===== config.mk =====
export PLATFORM = sky130hd
export DESIGN_NAME = csr_spmv_out_fifo
export DESIGN_NICKNAME = d
export VERILOG_FILES = /design/src/rtl/core/csr_spmv_pkg.sv /design/src/rtl/core/csr_spmv_out_fifo.sv
export SDC_FILE = /design/constraint.sdc
export NUM_CORES = 1
export LEC_CHECK = 0
export ABC_CLOCK_PERIOD_IN_PS = 6100
export BUFFER_PORTS_ARGS = -buffer_cell sky130_fd_sc_hd__buf_2
export CORE_MARGIN = 2
export CORE_UTILIZATION = 60
export CTS_CLUSTER_SIZE = 10
export DETAILED_ROUTE_END_ITERATION = 10
export PLACE_DENSITY = 0.86
export SLEW_MARGIN = 0
export SYNTH_ARGS = -nofsm -noshare
export SYNTH_HDL_FRONTEND = slang
export SYNTH_SLANG_ARGS = --single-unit

===== constraint.sdc =====
create_clock -name aclk -period 6.1 [get_ports aclk]
set_clock_uncertainty 0.1 [all_clocks]
set_input_delay 1.22 -clock aclk [delete_from_list [all_inputs] [get_ports aclk]]
set_output_delay 1.22 -clock aclk [all_outputs]
set_load 0.02 [all_outputs]

===== src/rtl/core/csr_spmv_pkg.sv =====
// Package for the CSR sparse matrix-vector multiply unit.
// Holds the transfer payload types, the item function codes and the result queue constants.
// No dependencies.
package csr_spmv_pkg;

    // Field widths fixed by the item format
    localparam int COL_W = 10;
    localparam int VAL_W = 32;
    localparam int ROW_W = 16;
    localparam int ACC_W = 64;

    // Result queue sizing
    localparam int OFIFO_DEPTH = 8;
    localparam int OFIFO_AW    = 3;
    localparam int OFIFO_CW    = 4;

    // Item function codes
    typedef enum logic [1:0] {
        FUNC_LOAD    = 2'd0,
        FUNC_NONZERO = 2'd1,
        FUNC_EMPTY   = 2'd2
    } func_t;

    // Input item
    typedef struct packed {
        logic [1:0]              func;
        logic [COL_W-1:0]        column;
        logic signed [VAL_W-1:0] value;
        logic                    row_end;
    } in_item_t;

    // Result item
    typedef struct packed {
        logic signed [VAL_W-1:0] row_sum;
        logic [ROW_W-1:0]        row_index;
        logic                    overflowed;
    } out_item_t;

    // Result queue status seen by the issue logic
    typedef struct packed {
        logic [OFIFO_CW-1:0] count;
    } ofifo_status_t;

endpackage


===== src/rtl/core/csr_spmv_out_fifo.sv =====
// Result queue of the CSR sparse matrix-vector multiply unit.
// Small register queue that drives the m_ channel and reports its fill level.
// Depends on csr_spmv_pkg.
module csr_spmv_out_fifo
    import csr_spmv_pkg::*;
(
    input  logic          aclk,
    input  logic          aresetn,
    input  logic          push,
    input  out_item_t     push_data,
    output logic          m_valid,
    input  logic          m_ready,
    output out_item_t     m_data,
    output ofifo_status_t status
);

    out_item_t             entry_reg [OFIFO_DEPTH];
    logic [OFIFO_AW-1:0]   wr_ptr_reg, wr_ptr_next;
    logic [OFIFO_AW-1:0]   rd_ptr_reg, rd_ptr_next;
    logic [OFIFO_CW-1:0]   count_reg, count_next;
    logic                  pop;

    assign m_valid      = (count_reg != '0);
    assign m_data       = entry_reg[rd_ptr_reg];
    assign pop          = m_valid && m_ready;
    assign status.count = count_reg;

    // Pointer and fill level update
    always_comb begin
        wr_ptr_next = push ? wr_ptr_reg + 1'b1 : wr_ptr_reg;
        rd_ptr_next = pop ? rd_ptr_reg + 1'b1 : rd_ptr_reg;
        count_next  = count_reg;
        if (push && !pop) begin
            count_next = count_reg + 1'b1;
        end else if (!push && pop) begin
            count_next = count_reg - 1'b1;
        end
    end

    always_ff @(posedge aclk) begin
        if (!aresetn) begin
            wr_ptr_reg <= '0;
            rd_ptr_reg <= '0;
            count_reg  <= '0;
        end else begin
            wr_ptr_reg <= wr_ptr_next;
            rd_ptr_reg <= rd_ptr_next;
            count_reg  <= count_next;
        end
    end

    // Entry storage, no reset needed
    always_ff @(posedge aclk) begin
        if (push) begin
            entry_reg[wr_ptr_reg] <= push_data;
        end
    end

    // A push into a full queue would drop a result
    a_no_overflow: assert property (@(posedge aclk) disable iff (!aresetn)
        push |-> (count_reg < OFIFO_CW'(OFIFO_DEPTH)) || pop)
        else $error("result queue overflow");

    // Read and write pointers stay the fill level apart
    a_ptr_consistent: assert property (@(posedge aclk) disable iff (!aresetn)
        (count_reg == '0) |-> (wr_ptr_reg == rd_ptr_reg))
        else $error("queue pointers disagree with fill level");

endmodule


After elaboration in Yosys (flattened, before gate mapping)
Memories as Yosys holds them, arrays and structs flattened. A register that Yosys moved wholly into a read port is not among the register bits.
Cells that the tools add are included.
{"block": "totals", "register_bits": 10, "ram_bits": 392, "in_bits": 53, "word_cells": 21, "n_memories": 1}
{"memory": "entry_reg", "words": 8, "width": 49, "read_ports": 1, "rd_ports_with_merged_regs": 1, "write_ports": 1, "line": "csr_spmv_out_fifo.sv:17", "text": "out_item_t entry_reg [OFIFO_DEPTH];"}
{"block": "classes", "n_addsub": 4, "muxes": 6, "n_reduce_logical": 7}
{"operator": "4-bit two-way mux", "count": 2}
{"operator": "3-bit by 1-bit adder with 3-bit output, second input constant", "count": 2}
{"operator": "3-bit two-way mux", "count": 2}
{"operator": "4-bit by 1-bit adder with 4-bit output, second input constant", "count": 1}
{"operator": "4-bit nonzero test", "count": 1}
{"operator": "4-bit by 1-bit subtractor with 4-bit output, second input constant", "count": 1}
{"operator": "1-bit logical AND", "count": 3}
{"operator": "1-bit logical NOT", "count": 2}
{"operator": "1-bit two-way mux", "count": 2}
{"operator": "2-bit nonzero test", "count": 1}

Depth between registers and ports, before layout
{"block": "logic_depth", "ltp_word": 5, "ltp_mapped": 9}

Least setup slack after synthesis
No wires, ideal clock.
{"block": "synth_path", "path_type": "input -> register", "start": "in push", "end": "mem entry_reg[0][0] (netlist bit), enable pin", "setup_time_ns": 0.516, "arrival_ns": 4.660, "t_required_ns": 5.484, "setup_slack_ns": 0.824, "stages": 2, "n_path_buf": 0, "path_cell_list": "nand2b_1 -> nor3_1"}
{"block": "synth_between", "elab_chain_len": 2}
{"element": "start: declaration", "line": "csr_spmv_out_fifo.sv:9", "text": "input logic push,"}
{"element": "1-bit two-way mux", "line": "csr_spmv_out_fifo.sv:54", "text": "if (push) begin"}
{"element": "1-bit two-way mux (not written as such)", "line": "csr_spmv_out_fifo.sv:55", "text": "entry_reg[wr_ptr_reg] <= push_data;"}
{"element": "end: declaration", "line": "csr_spmv_out_fifo.sv:17"}
Every way passes these cells.

==> metrics.txt <==
status=finished, final reports clean; CTS clk-pin slew, worst paths=about 60 ps; cts repair resizes=0; max reg flops=392; Max FO, Critical Path=53; DRT antenna net count=0; worst path cell trace=buf_4 > mux4_2 > mux2_2 > buf_2; Crit-path slowest cell=dfxtp_4; Avg Cell Area, Syn=roughly 24 um^2; Fmax achieved=0.222 GHz; Worst Setup EP=m_data[31]; EDFF count, synth=392; TritonCTS buffer count=46; Worst Tran Pin Value=1230 ps; final setup vio count=0; maximum VDD drop=a little under 300 uV; hold_sp=rd_ptr_reg[1]; CP Launch Type=flip-flop; IO Port Bufs=106; # nets final=between 800 and 900; Yosys warnings=0; layout cells sized above 1=0.413; pins over their slew limit=0; Rel. slew slack=0.176; Seq/Total Area, Yosys=0.784; asr flop ratio synth=0; # clock sinks=405; Multi-input gate area=3180 um^2; max cap viols=0; power density cells=403 nW/um^2; fillcell total=around 1500; final period utilization=0.737; CP required=4780 ps; setup bufs post-CTS=0; Row Count=58; Clk Latency, worst-skew pair=520 ps; reg2reg setup slack=3440 ps; Core Area=25100 um^2; placed cells=around 1100; most common cell in the netlist=edfxtp_1; Starting Density=0.611; metal2 WL=15300 um; critical path class=flip-flop to output pin; Die H=164 um; vias=6980; post-synthesis instance area=roughly 15000 um^2; met3 WL=between 2000 and 2500 um; CTS tree=built; Lkg Pwr=0.00565 uW; 1st-pass router iterations=7; register area=roughly 12000 um^2; RSZ-0062 raised after global routing=false; Cell variety after synth=28; Detailed Route WL=30400 um; final setup TNS=0 ps; dpl hpwl=roughly 16000 um; crit path DAT=approximately 3200 ps; Die Area=approximately 27000 um^2; Mapped Cells=about 640; final worst slack=1600 ps; CTS Hold Bufs=0; clock root buffer master=clkbuf_16; Crit. End Element=output pin; Primary FF master, synth=edfxtp_1; M1 WL=around 12000 um; Critical Path Max Stage Delay=1030 ps; DRC=0; reg2reg end=status[3]; FF-to-FF path depth=9; Final Non-Filler Cells=1128; Yosys reg bits=405; Syn-to-layout area delta=14.6%; worst hold path class=flip-flop to flip-flop; area leader, netlist=edfxtp_1; r2r startpoint=status[1]; final hold violations=0; first-pass GRT wire length=roughly 46000 um; Post-synth top cells=edfxtp_1 (392), mux4_2 (98), mux2_2 (49); Max clock buf depth=3; drt wl/cell=approximately 27 um; drt initial violations=797; final worst path period need=4500 ps; initial antenna violation count=5; synth top area cells=edfxtp_1 (77%), mux4_2 (14%), mux2_2 (3.6%), dfxtp_1 (1.7%), ha_1 (0.41%); Final GP Congestion=0.693; Core Util, Final=0.700; pin count of the biggest net entering global routing=72; Tot GR Track Use=0.236; syn_nets=694; die width=~160 um; vias in the first global route=about 7400; top cell type's share of synthesized area=0.767; io pins=~110; vias per std cell=6.19; H-tree depth=2; DR top layer=met5; placement-stage worst setup slack=2060 ps; grt ovf=0
-- area by class of cell --
type                            count  share of cell area
Timing Repair Buffer              121              0.0366
Inverter                            1            0.000214
Multi-Input combinational cell    200               0.181
Clock inverter                      2             0.00164
Tap cell                          330              0.0235
Sequential cell                   405               0.685
Clock buffer                       67              0.0718
Antenna cell                        2            0.000285
-- logic make-up after synthesis --
family | Yosys count | share of synthesized area
flip-flops | 405 | 0.784
multiplexers | 150 | 0.182
AND/OR/NAND/NOR | 33 | 0.0109
buffers and inverters | 30 | 0.0120
XOR/XNOR | 6 | 0.00343
adder cells (fa/ha/maj) | 6 | 0.00538
AO/OA/AOI/OAI | 5 | 0.00204
-- metrics by stage --
stage                     total power, uW  hold WS, ps  cell area [um^2]
after floorplan                      4410          367             15300
after global placement               4700          364             16300
after detailed placement             4750          390             16300
after CTS                            7150          408             17600
after global routing                 7340          451             17600
final                                7080          408             17600
-- placed cells by master, fill, tap and decap left out, types with 2 or more instances in the layout --
cell	n
and2_1	7
buf_2	106
buf_4	15
clkbuf_1	19
clkbuf_16	47
dfxtp_1	10
dfxtp_4	2
diode_2	2
edfxtp_1	392
ha_1	5
mux2_2	49
mux2i_1	3
mux4_2	98
nand2_1	7
nand2b_1	4
nand3_1	3
nor2_4	6
nor2b_1	2
nor3_2	2
xnor2_1	5
-- per-layer routing --
metal / track usage / up-vias
li1: - / 2958
met2: 0.395 / 283
met1: 0.324 / 3689
met3: 0.0543 / 44
met5: 0 / -
met4: 0.0562 / 6
-- report_power, final --
group / total (uW) / internal, uW / leakage, uW / switching, uW
combinational: 1370 / 718 / 0.00135 / 652
clock: 2390 / 1420 / 0.000623 / 974
sequential: 3320 / 3150 / 0.00367 / 174
-- worst min path at each step --
stage | cells past startpoint | slack, ps | to
finish | 2 | 410 | flip-flop
global route | 2 | 450 | flip-flop
floorplan | 2 | 370 | flip-flop
detailed placement | 2 | 390 | flip-flop
global placement | 2 | 360 | status[3]
CTS | 2 | 410 | flip-flop
-- critical path, delay by kind of cell (launching register included) --
kind     cells  cell delay, ps
flops        1            1030
mux          2             860
buf+inv      2             710
Note: power is estimated with default switching activity, not from simulation.
